==> src/rtl/wsf_pkg.sv <==
// Shared types and constants for the weighted 3x3 smoothing filter.
`default_nettype none

package wsf_pkg;

  localparam int PIX_W        = 16;
  localparam int POS_W        = 10;
  localparam int CFG_W        = 11;
  localparam int MAX_SIDE_DEF = 1024;
  localparam int SIDE_RESET   = 1024;
  localparam int QDEPTH       = 4;
  localparam int QCNT_W       = $clog2(QDEPTH + 1);

  typedef logic [2:0][PIX_W-1:0] col3_t;

  // One accepted pixel that produces results: the three window columns and
  // where the window sits in the frame.
  typedef struct packed {
    col3_t            col_l;
    col3_t            col_c;
    col3_t            col_r;
    logic [POS_W-1:0] row;
    logic [POS_W-1:0] col;
    logic             top_dup;
    logic             has_edge;
    logic             last_row;
  } wsf_rec_t;

endpackage

`default_nettype wire

==> src/rtl/wsf_queue.sv <==
// Short record queue between the front end and the arithmetic back end.
`default_nettype none

module wsf_queue (
  input  wire logic                       clk,
  input  wire logic                       rst_n,
  input  wire logic                       push,
  input  wire wsf_pkg::wsf_rec_t          push_rec,
  input  wire logic                       pop,
  output logic                            head_valid,
  output wsf_pkg::wsf_rec_t               head_rec,
  output logic [wsf_pkg::QCNT_W-1:0]      level
);
  import wsf_pkg::*;

  localparam int PTR_W = $clog2(QDEPTH);

  wsf_rec_t          slot_r [QDEPTH];
  logic [PTR_W-1:0]  wr_ptr_r, rd_ptr_r;
  logic [QCNT_W-1:0] count_r;
  logic              do_pop;

  assign do_pop     = pop && (count_r != '0);
  assign head_valid = (count_r != '0);
  assign head_rec   = slot_r[rd_ptr_r];
  assign level      = count_r;

  always_ff @(posedge clk) begin
    if (push) begin
      slot_r[wr_ptr_r] <= push_rec;
    end
  end

  always_ff @(posedge clk) begin
    if (!rst_n) begin
      wr_ptr_r <= '0;
      rd_ptr_r <= '0;
      count_r  <= '0;
    end else begin
      if (push) begin
        wr_ptr_r <= wr_ptr_r + PTR_W'(1);
      end
      if (do_pop) begin
        rd_ptr_r <= rd_ptr_r + PTR_W'(1);
      end
      count_r <= count_r + QCNT_W'(push) - QCNT_W'(do_pop);
    end
  end

endmodule

`default_nettype wire

==> config.mk <==
export PLATFORM = sky130hd
export DESIGN_NAME = wsf_queue
export DESIGN_NICKNAME = d
export VERILOG_FILES = /design/src/rtl/wsf_pkg.sv /design/src/rtl/wsf_queue.sv
export SDC_FILE = /design/constraint.sdc
export NUM_CORES = 1
export LEC_CHECK = 0
export ABC_AREA = 1
export BUFFER_PORTS_ARGS = -buffer_cell sky130_fd_sc_hd__buf_2
export CORE_MARGIN = 5
export CORE_UTILIZATION = 41
export DETAILED_ROUTE_END_ITERATION = 10
export PLACE_DENSITY_LB_ADDON = 0.12
export SLEW_MARGIN = 10
export SYNTH_ARGS = -nofsm -noshare
export SYNTH_HDL_FRONTEND = slang
export SYNTH_SLANG_ARGS = --single-unit
export TNS_END_PERCENT = 10
==> constraint.sdc <==
create_clock -name clk -period 4.85 [get_ports clk]
set_input_delay 0.97 -clock clk [delete_from_list [all_inputs] [get_ports clk]]
set_output_delay 0.97 -clock clk [all_outputs]
set_load 0.02 [all_outputs]
==> impl_results.md <==
- Power Dens Cells: between 500 and 600 mW/mm^2
- Hold path startpoint: rd_ptr_r[0]
- Tot GR Track Use: 17.30%
- Maximum vdd drop: 0.3826 mV
- Die Ht: between 200 and 300 um
- Crit path max fanout: 154
- Cts repair resizes: 0
- Final core occ: 49.00%
- Post-synthesis cell type count: 20
- Setup TNS: 0 ns
- Antenna-violating nets left: 0
- Clk slew on worst S/H paths: approximately 0.06 ns
- Storage element area: 0.02025 mm^2
- Async set-reset flop share out of synthesis: 0%
- Most frequent cells in the layout: 668 x edfxtp_1, 341 x buf_2, 339 x nor2_1
- Cells after synthesis: 1674
- Simple-gate share of the synthesized area: 5.310%
- Die area: 0.06637 mm^2
- Sequential area share after synthesis: 80.50%
- Initial Util: 41.50%
- Tmin final: 4.193 ns
- Synth Area in XOR/XNOR: 0%
- Vias per std cell: 5.246
- Fillers: 5326
- # rows: 90
- RSZ-0062 raised after global routing: no
- Post-Route WL: between 50000 and 60000 um
- RD Place Congestion: 0.7307
- Router iterations before antenna repair: 5
- Post-synth EDFFs: approximately 670
- Synth Area in Compound Gates: 10.97%
- Synth warn: 0
- Max_slew headroom: ~28%
- Fin nets: 2180
- Switching power: 4.673 mW
- Most used DFF post-synth: edfxtp_1
- Total core area: 0.06058 mm^2
- Maximum clock rate: 0.2385 GHz
- Area Overhead vs Synth: 18.07%
- Vias in the first global route: 14503
- CTS H-tree depth: 3
- Multi-input gate area: approximately 0.0042 mm^2
- Clock power frac: 33.1%
- IO Count: approximately 340
- Largest net degree at the start of global routing: 193
- Logic pwr share: 22.2%
- Fin. max-slew vios: 0
- Post-synthesis mux area share: 0%
- Worst EP arrival: 3.22 ns
- Number of remaining DRC errors: 0
- Post-CTS Hold Buffers: 0
- R2R Path Start: wr_ptr_r[0]
- Vias: 14919
- First-pass GRT wire length: 89930 um
- # Max-Cap Violations: 0
- TritonCTS buffer count: 73
- Endpoint class of the critical path: primary output
- DIE WIDTH: 257.6 um
- Synth Cell Area: 0.02514 mm^2
- HP Class: reg2reg
- Commonest non-fill, non-tap cell in the layout: edfxtp_1
- Skew-Pair Late Insertion Delay: 0.59 ns
- # setup viols final: 0
- Synth Area in Adders: 0.3782%
- Worst-margin pin slew: approximately 1.1 ns
- WS Path Type: reg2out
- Largest family of logic cells by synthesized area: compound AO/OA/AOI/OAI gates
- Clock sink total: slightly below 700
- Starting DRC count in detailed routing: 832
- Share of post-route cells with drive strength above 1: 22.65%
- Max clock buf depth: 3
- Mean post-synth cell area: around 15 um^2
- CTS tree: built
- Pleak: 10.27 nW
- Outcome: completed
- P_int: 10.58 mW
- Global route total overflow: 0
- Sequential power share: 44.8%
- Net Count, Synth: roughly 1900
- Sw Ratio: 30.65%
- Worst EP required: slightly below 4 ns
- Setup crit start kind: flip-flop
- Final period utilization: 86.46%
- Final Hold Vio Count: 0
- Dpl hpwl: 32610 um
- Final Skew: 0.02766 ns
- Flops & latches, synth: around 680
- I/O Buffers: roughly 340
- WL/cell: 20.83 um
- Root Driver: clkbuf_16
- Antenna violations before repair: 12
- Post-CTS Setup Repair Bufs: 0
==> cell families (layout without fill, tap and decap cells) <==
| group | count (synthesis) | in the layout |
|---|---|---|
| adder cells (fa/ha/maj) | 7 | 7 |
| other | 0 | 9 |
| buffers and inverters | 126 | 505 |
| AND/OR/NAND/NOR | 355 | 355 |
| AO/OA/AOI/OAI | 509 | 509 |
| flip-flops | 677 | 677 |
==> area by class of cell <==
class	instances	area share (%)
clock buffer	96	6.516
inverter	17	0.3330
timing repair buffer	362	6.744
tap	782	3.296
clock inverter	30	0.7165
multi-input combinational	871	14.11
sequential	677	68.21
antenna	9	0.07587
==> synthesized netlist by cell type, drive strengths merged, types with 2 or more instances <==
cell	instances	area (um^2)
a21oi	5	25.02
buf	79	530.5
clkbuf	30	113.9
dfxtp	9	180.2
edfxtp	668	20060
ha	6	75.07
inv	17	68.81
nand2	14	52.55
nand3	2	10.01
nor2	339	1272
o21ai	336	1682
o22ai	167	1045
==> power groups by stage <==
stage                     Clock [mW]  Combinational (mW)  Sequential, mW
after global routing            5.45                3.71            6.85
final                           5.04                3.38            6.83
after global placement             0                3.42            6.95
after CTS                       5.20                3.45            6.83
after detailed placement           0                3.45            6.95
after floorplan                    0                2.29            6.93
==> through the flow <==
stage	instances	hold slack (ns)	worst slack (ns)	cell area [um^2]	power, mW
after CTS	2835	0.4975	0.7050	29660	15.48
after floorplan	1674	0.4481	0.1171	25140	9.212
after global placement	2709	0.4614	1.412	27520	10.36
final	2844	0.4909	0.6567	29680	15.25
after global routing	2839	0.5251	0.4660	29670	16.01
after detailed placement	2709	0.4828	1.356	27520	10.40
==> layer usage <==
layer | routed length (um) | vias to the layer above | global-route usage (%)
met5 | 98 | - | 0
met4 | 1477 | 12 | 5.028
met3 | 3838 | 106 | 5.188
met2 | 27900 | 339 | 27.43
met1 | 25940 | 7430 | 23.42
li1 | - | 7032 | -
==> state kept, by name, indices dropped and copies added (netlist names), named ones only <==
name,count
slot_r,668
level,3
rd_ptr_r,2
wr_ptr_r,2
==> path summary, 6_finish.rpt <==
kind                                       end  slack (ns)  cells past startpoint
worst min-delay path               rd_ptr_r[0]        0.49                      2
worst max register to register  slot_r[3][104]        2.58                      4
worst min register to register     rd_ptr_r[0]        0.49                      2
worst max-delay path             head_rec[120]        0.66                      5
==> worst max-delay path: stages, from the launching register on <==
cell and delay (ns):
dfxtp_4 0.71, clkinv_8 0.56, buf_12 0.42, o21ai_1 0.32, o22ai_1 0.11, buf_2 0.17
Note: power is estimated with default switching activity, not from simulation.
