`src/rtl/wsf_pkg.sv`:
```
// Shared types and constants for the weighted 3x3 smoothing filter.
`default_nettype none

package wsf_pkg;

  localparam int PIX_W        = 16;
  localparam int POS_W        = 10;
  localparam int CFG_W        = 11;
  localparam int MAX_SIDE_DEF = 1024;
  localparam int SIDE_RESET   = 1024;
  localparam int QDEPTH       = 4;
  localparam int QCNT_W       = $clog2(QDEPTH + 1);

  typedef logic [2:0][PIX_W-1:0] col3_t;

  // One accepted pixel that produces results: the three window columns and
  // where the window sits in the frame.
  typedef struct packed {
    col3_t            col_l;
    col3_t            col_c;
    col3_t            col_r;
    logic [POS_W-1:0] row;
    logic [POS_W-1:0] col;
    logic             top_dup;
    logic             has_edge;
    logic             last_row;
  } wsf_rec_t;

endpackage

`default_nettype wire

```
`src/rtl/wsf_back.sv`:
```
// Back end: expands each record into its results and computes the weighted mean.
`default_nettype none

module wsf_back (
  input  wire logic                      clk,
  input  wire logic                      rst_n,
  input  wire logic                      head_valid,
  input  wire wsf_pkg::wsf_rec_t         head_rec,
  output logic                           pop,
  output logic                           out_valid,
  input  wire logic                      out_stall,
  output logic [wsf_pkg::PIX_W-1:0]      out_smoothed,
  output logic [wsf_pkg::POS_W-1:0]      out_row,
  output logic [wsf_pkg::POS_W-1:0]      out_col,
  output logic                           out_last_of_run,
  output logic                           out_frame_end
);
  import wsf_pkg::*;

  localparam int SUM3_W  = PIX_W + 2;
  localparam int SUM9_W  = PIX_W + 4;
  localparam int ACC_W   = PIX_W + 8;
  localparam int MAG_W   = 22;
  localparam int RECIP   = 41944;
  localparam int RECIP_W = 16;
  localparam int RSH     = 22;
  localparam int DIVISOR = 100;
  localparam int CW      = 82;

  // Result order within one record: row above, then the last row, each
  // with the inner column before the right edge column.
  typedef enum logic [1:0] {
    KIND_UP_MID,
    KIND_UP_EDGE,
    KIND_LOW_MID,
    KIND_LOW_EDGE
  } kind_t;

  typedef struct packed {
    logic [POS_W-1:0] row;
    logic [POS_W-1:0] col;
    logic             last;
    logic             fe;
  } meta_t;

  kind_t                      kind_r, kind_nxt;
  logic                       has_next;
  logic [3:0]                 kind_mask;
  logic                       en, launch;
  col3_t                      sel_l, sel_c, sel_r;
  logic [1:0]                 r_top, r_mid, r_bot;
  meta_t                      meta_new;

  logic                       s1_valid_r, s2_valid_r, s3_valid_r, s4_valid_r;
  meta_t                      s1_meta_r, s2_meta_r, s3_meta_r, s4_meta_r;
  logic signed [SUM3_W-1:0]   s1_sl_r, s1_sc_r, s1_sr_r;
  logic signed [PIX_W-1:0]    s1_ctr_r;
  logic signed [SUM9_W-1:0]   s2_s9_r;
  logic signed [ACC_W-1:0]    s2_c82_r;
  logic signed [ACC_W-1:0]    acc;
  logic [MAG_W-1:0]           s3_mag_r, s4_mag_r;
  logic                       s3_neg_r, s4_neg_r;
  logic [PIX_W-1:0]           s4_q0_r;
  logic [MAG_W+RECIP_W-1:0]   prod;
  logic [MAG_W+1:0]           back_mul;
  logic [PIX_W-1:0]           quot;
  logic [PIX_W:0]             signed_q;

  logic                       out_valid_r;
  logic [PIX_W-1:0]           out_smoothed_r;
  meta_t                      out_meta_r;

  function automatic logic signed [SUM3_W-1:0] col_sum(
    input col3_t c, input logic [1:0] a, input logic [1:0] b, input logic [1:0] d
  );
    col_sum = SUM3_W'($signed(c[a])) + SUM3_W'($signed(c[b])) + SUM3_W'($signed(c[d]));
  endfunction

  assign en     = !out_valid_r || !out_stall;
  assign launch = en && head_valid;

  assign kind_mask = {head_rec.last_row & head_rec.has_edge, head_rec.last_row,
                      head_rec.has_edge, 1'b1};

  always_comb begin
    has_next = 1'b0;
    kind_nxt = KIND_UP_MID;
    for (int i = 3; i >= 0; i--) begin
      if ((2'(i) > kind_r) && kind_mask[i]) begin
        has_next = 1'b1;
        kind_nxt = kind_t'(2'(i));
      end
    end
  end

  assign pop = launch && !has_next;

  always_comb begin
    sel_r = head_rec.col_r;
    if (kind_r == KIND_UP_EDGE || kind_r == KIND_LOW_EDGE) begin
      sel_l = head_rec.col_c;
      sel_c = head_rec.col_r;
    end else begin
      sel_l = head_rec.col_l;
      sel_c = head_rec.col_c;
    end
    if (kind_r == KIND_LOW_MID || kind_r == KIND_LOW_EDGE) begin
      r_top = 2'd1;
      r_mid = 2'd2;
      r_bot = 2'd2;
      meta_new.row = head_rec.row;
    end else begin
      r_top = head_rec.top_dup ? 2'd1 : 2'd0;
      r_mid = 2'd1;
      r_bot = 2'd2;
      meta_new.row = head_rec.row - POS_W'(1);
    end
    if (kind_r == KIND_UP_EDGE || kind_r == KIND_LOW_EDGE) begin
      meta_new.col = head_rec.col;
    end else begin
      meta_new.col = head_rec.col - POS_W'(1);
    end
    meta_new.last = !has_next;
    meta_new.fe   = (kind_r == KIND_LOW_EDGE);
  end

  // The weighted sum is 2 * (all nine) + 82 * centre, which is the eight
  // neighbors doubled plus 84 times the centre.
  assign acc  = ACC_W'(s2_s9_r) + ACC_W'(s2_s9_r) + s2_c82_r;
  assign prod = s3_mag_r * RECIP_W'(RECIP);

  // The reciprocal rounds up, so the estimate is exact or one too large.
  assign back_mul = (MAG_W + 2)'(s4_q0_r) * (MAG_W + 2)'(DIVISOR);
  assign quot     = (back_mul > (MAG_W + 2)'(s4_mag_r)) ? s4_q0_r - PIX_W'(1) : s4_q0_r;
  assign signed_q = s4_neg_r ? -{1'b0, quot} : {1'b0, quot};

  always_ff @(posedge clk) begin
    if (!rst_n) begin
      kind_r      <= KIND_UP_MID;
      s1_valid_r  <= 1'b0;
      s2_valid_r  <= 1'b0;
      s3_valid_r  <= 1'b0;
      s4_valid_r  <= 1'b0;
      out_valid_r <= 1'b0;
    end else if (en) begin
      if (launch) begin
        kind_r <= has_next ? kind_nxt : KIND_UP_MID;
      end
      s1_valid_r  <= launch;
      s2_valid_r  <= s1_valid_r;
      s3_valid_r  <= s2_valid_r;
      s4_valid_r  <= s3_valid_r;
      out_valid_r <= s4_valid_r;
    end
  end

  always_ff @(posedge clk) begin
    if (en) begin
      s1_sl_r   <= col_sum(sel_l, r_top, r_mid, r_bot);
      s1_sc_r   <= col_sum(sel_c, r_top, r_mid, r_bot);
      s1_sr_r   <= col_sum(sel_r, r_top, r_mid, r_bot);
      s1_ctr_r  <= $signed(sel_c[r_mid]);
      s1_meta_r <= meta_new;

      s2_s9_r   <= SUM9_W'(s1_sl_r) + SUM9_W'(s1_sc_r) + SUM9_W'(s1_sr_r);
      s2_c82_r  <= ACC_W'(s1_ctr_r) * ACC_W'(CW);
      s2_meta_r <= s1_meta_r;

      s3_neg_r  <= acc[ACC_W-1];
      s3_mag_r  <= MAG_W'(acc[ACC_W-1] ? -acc : acc);
      s3_meta_r <= s2_meta_r;

      s4_q0_r   <= prod[RSH +: PIX_W];
      s4_mag_r  <= s3_mag_r;
      s4_neg_r  <= s3_neg_r;
      s4_meta_r <= s3_meta_r;

      out_smoothed_r <= signed_q[PIX_W-1:0];
      out_meta_r     <= s4_meta_r;
    end
  end

  assign out_valid       = out_valid_r;
  assign out_smoothed    = out_smoothed_r;
  assign out_row         = out_meta_r.row;
  assign out_col         = out_meta_r.col;
  assign out_last_of_run = out_meta_r.last;
  assign out_frame_end   = out_meta_r.fe;

endmodule

`default_nettype wire

```
`config.mk`:
```
export PLATFORM = sky130hd
export DESIGN_NAME = wsf_back
export DESIGN_NICKNAME = d
export VERILOG_FILES = /design/src/rtl/wsf_pkg.sv /design/src/rtl/wsf_back.sv
export SDC_FILE = /design/constraint.sdc
export NUM_CORES = 1
export LEC_CHECK = 0
export ABC_AREA = 1
export ABC_CLOCK_PERIOD_IN_PS = 21300
export BUFFER_PORTS_ARGS = -buffer_cell sky130_fd_sc_hd__buf_2
export CAP_MARGIN = 20
export CORE_ASPECT_RATIO = 1.4
export CORE_MARGIN = 8
export CORE_UTILIZATION = 47
export CTS_CLUSTER_SIZE = 25
export DETAILED_ROUTE_END_ITERATION = 12
export HOLD_SLACK_MARGIN = 0.03
export PLACE_DENSITY = 0.66
export SLEW_MARGIN = 20
export SYNTH_ARGS = -nofsm -noshare
export SYNTH_HDL_FRONTEND = slang
export SYNTH_SLANG_ARGS = --single-unit
```
`constraint.sdc`:
```
create_clock -name clk -period 21.3 [get_ports clk]
set_input_delay 5.325 -clock clk [delete_from_list [all_inputs] [get_ports clk]]
set_output_delay 5.325 -clock clk [all_outputs]
set_load 0.005 [all_outputs]
```
==> summary.md <==
| Metric | Value |
|---|---|
| WL/cell | `18.6 um` |
| Worst Skew | `0.0110 ns` |
| Gpl congestion | `0.985` |
| R2R cell count | `32` |
| Chip height | `302 um` |
| Root Buffer | `clkbuf_16` |
| # port buffers | `210` |
| #FFs+latches synth | `306` |
| Most frequent cell after synthesis | `inv_1` |
| Area leader, netlist | `edfxtp_1` |
| Vias per cell | `5.17` |
| Core area | `58200 um2` |
| Die Wd | `220 um` |
| Final TNS setup | `0 ns` |
| Reg2reg start | `s4_q0_r[2]$_DFFE_PN_` |
| Num CTS Buffers | `29` |
| Final setup fails | `0` |
| Post-CTS Repair Setup Buffers | `0` |
| Routed Antenna Nets | `0` |
| Num Clock Sinks | `306` |
| Filler cells | `5357` |
| EDFF count, synth | `299` |
| Vias in the first global route | `21330` |
| HP Class | `reg -> reg` |
| DR vias | `20051` |
| Die area | `66600 um2` |
| Area growth syn-to-layout | `10.4%` |
| Overall Global Routing Usage | `0.219` |
| Hold Crit Start | `s4_meta_r[14]$_DFFE_PN_` |
| Minimum clock period | `12.03 ns` |
| GR Overflow Total | `0` |
| Register area share after synthesis | `0.332` |
| Synth Instances | `2905` |
| CTS Hold Bufs | `0` |
| Synthesized area | `27500 um2` |
| Clock-pin transition on the worst setup and hold timing paths | `0.07 ns` |
| IO Count | `211` |
| Post-synth top flop | `edfxtp_1` |
| Synth cell types | `51` |
| Cells on Worst Hold Path | `0` |
| Skew-Pair Late Insertion Delay | `0.58 ns` |
| Worst slew pin tran | `0.974 ns` |
| Share of layout cells above drive strength 1 | `0.0990` |
| Post-route DRC violation count | `0` |
| Pins over their slew limit | `0` |
| Drt first-iter violations | `1136` |
| Outcome | `finished clean` |
| Reg2reg setup slack | `14.84 ns` |
| Final Cycle Share | `0.565` |
| Hold Fails Final Rpt | `0` |
| First-pass GRT wire length | `113000 um` |
| WP data required | `15.98 ns` |
| Slew margin rel. | `0.351` |
| WP data arrival | `6.71 ns` |
| Synth top cells by count | `inv_1, nand2_1, ha_1, edfxtp_1, o21ai_0` |
| Largest fanout on the critical path | `93` |
| Initial antenna violation count | `1` |
| Async set or reset register ratio after synthesis | `0` |
| Hpwl dp | `61200 um` |
| Initial Utilization | `0.472` |
| Hold Path Sink | `out_row[2]$_DFFE_PN_` |
| RSZ-0062 raised after global routing | `false` |
| Post-synth top area share | `0.327` |
| CTS resizes | `0` |
| Top cells by area, synth | `edfxtp_1, ha_1, fa_1` |
| Setup crit end kind | `primary output` |
| H-tree depth | `1` |
| Yosys warnings | `0` |
| Fmax | `0.0831 GHz` |
| CTS Buffer Depth | `3` |
| Row count | `105` |
| Max cap viols | `0` |
| Total Wirelength | `72000 um` |
| Fin nets | `3838` |
| RR Endpoint | `out_smoothed[12]$_DFFE_PN_` |
| Syn_nets | `3634` |
| Average size of a mapped cell | `9.46 um2` |
| Setup CP Type | `in -> out` |
| Critical path startpoint category | `primary input` |
| Largest net degree at the start of global routing | `97` |
| DR pass1 iterations | `7` |
| CTS tree | `yes` |
[state kept, by name, summed over array words and instances, names as in the netlist, 2 cells and up]
signal        cells
kind_r            2
out_col          10
out_row          10
out_smoothed     16
s1_ctr_r         16
s1_meta_r        22
s1_sc_r          18
s1_sl_r          18
s1_sr_r          18
s2_c82_r         23
s2_meta_r        22
s2_s9_r          20
s3_mag_r         21
s3_meta_r        22
s4_mag_r         21
s4_meta_r        22
s4_q0_r          16
[worst max-delay path, stage by stage]
cell and delay (ns):
buf_2 0.12, nand2_4 0.06, buf_6 0.58, nand2_1 0.26, nor3_1 0.22, buf_2 0.14
[layer usage]
layer	vias to the layer above	routed length [um]	GRT usage
li1	9949	-	-
met1	9511	28600	0.248
met2	473	37600	0.409
met3	116	2510	0.0236
met4	2	3240	0.0937
met5	-	10	0
[through the flow]
stage | std cells | utilization | hold WS (ns) | worst slack (ns) | cell area [um2]
CTS | 3880 | 0.522 | 0.419 | 8.95 | 30400
global route | 3880 | 0.522 | 0.423 | 9.03 | 30400
global placement | 3827 | 0.505 | 0.401 | 8.95 | 29400
floorplan | 2905 | - | 0.400 | 2.93 | 27500
detailed placement | 3827 | 0.505 | 0.405 | 8.95 | 29400
finish | 3881 | 0.522 | 0.412 | 9.27 | 30400
[cell families (layout without fill, tap and decap cells)]
group                      after synthesis  after routing  synth area share
muxes                                   15             15           0.00546
and+or+nand+nor                        745            745             0.116
adders and majority gates              558            558             0.309
buffers and inverters                  623            849            0.0856
DFF                                    306            306             0.332
xor gates and xnor gates               181            181            0.0577
AOI/OAI and AO/OA                      477            477            0.0946
other                                    0              1                 0
[layout make-up]
| class | count | area [um2] | area share |
|---|---|---|---|
| diodes | 1 | 2.50 | 0.0000824 |
| clock buffers | 29 | 726 | 0.0239 |
| clock inverters | 24 | 251 | 0.00828 |
| inverters | 577 | 2170 | 0.0713 |
| multi-input cells | 1976 | 16000 | 0.528 |
| flip-flops and latches | 306 | 9120 | 0.300 |
| well taps | 749 | 937 | 0.0309 |
| repair buffers | 219 | 1120 | 0.0370 |
[placed cells by master (no fill, tap or decap), types with 29 or more instances in the layout]
master | Yosys | layout
a21oi_1 | 176 | 176
buf_2 | 1 | 210
clkbuf_16 | 0 | 29
edfxtp_1 | 299 | 299
fa_1 | 203 | 203
ha_1 | 355 | 355
inv_1 | 574 | 574
nand2_1 | 468 | 467
nand3_1 | 71 | 71
nor2_1 | 108 | 107
o21ai_0 | 209 | 209
xnor2_1 | 51 | 51
xor2_1 | 130 | 130
[how the worst max path moves through the flow]
stage	start	to	slack (ns)	depth (start not counted)
global placement	out_stall	pop	8.95	6
global route	out_stall	pop	9.03	6
detailed placement	out_stall	pop	8.95	6
finish	out_stall	pop	9.27	6
CTS	out_stall	pop	8.95	6
floorplan	out_stall	pop	2.93	3
Power is not shown: default switching activity piles up to over one toggle a cycle in this logic, so the estimate is an artifact.
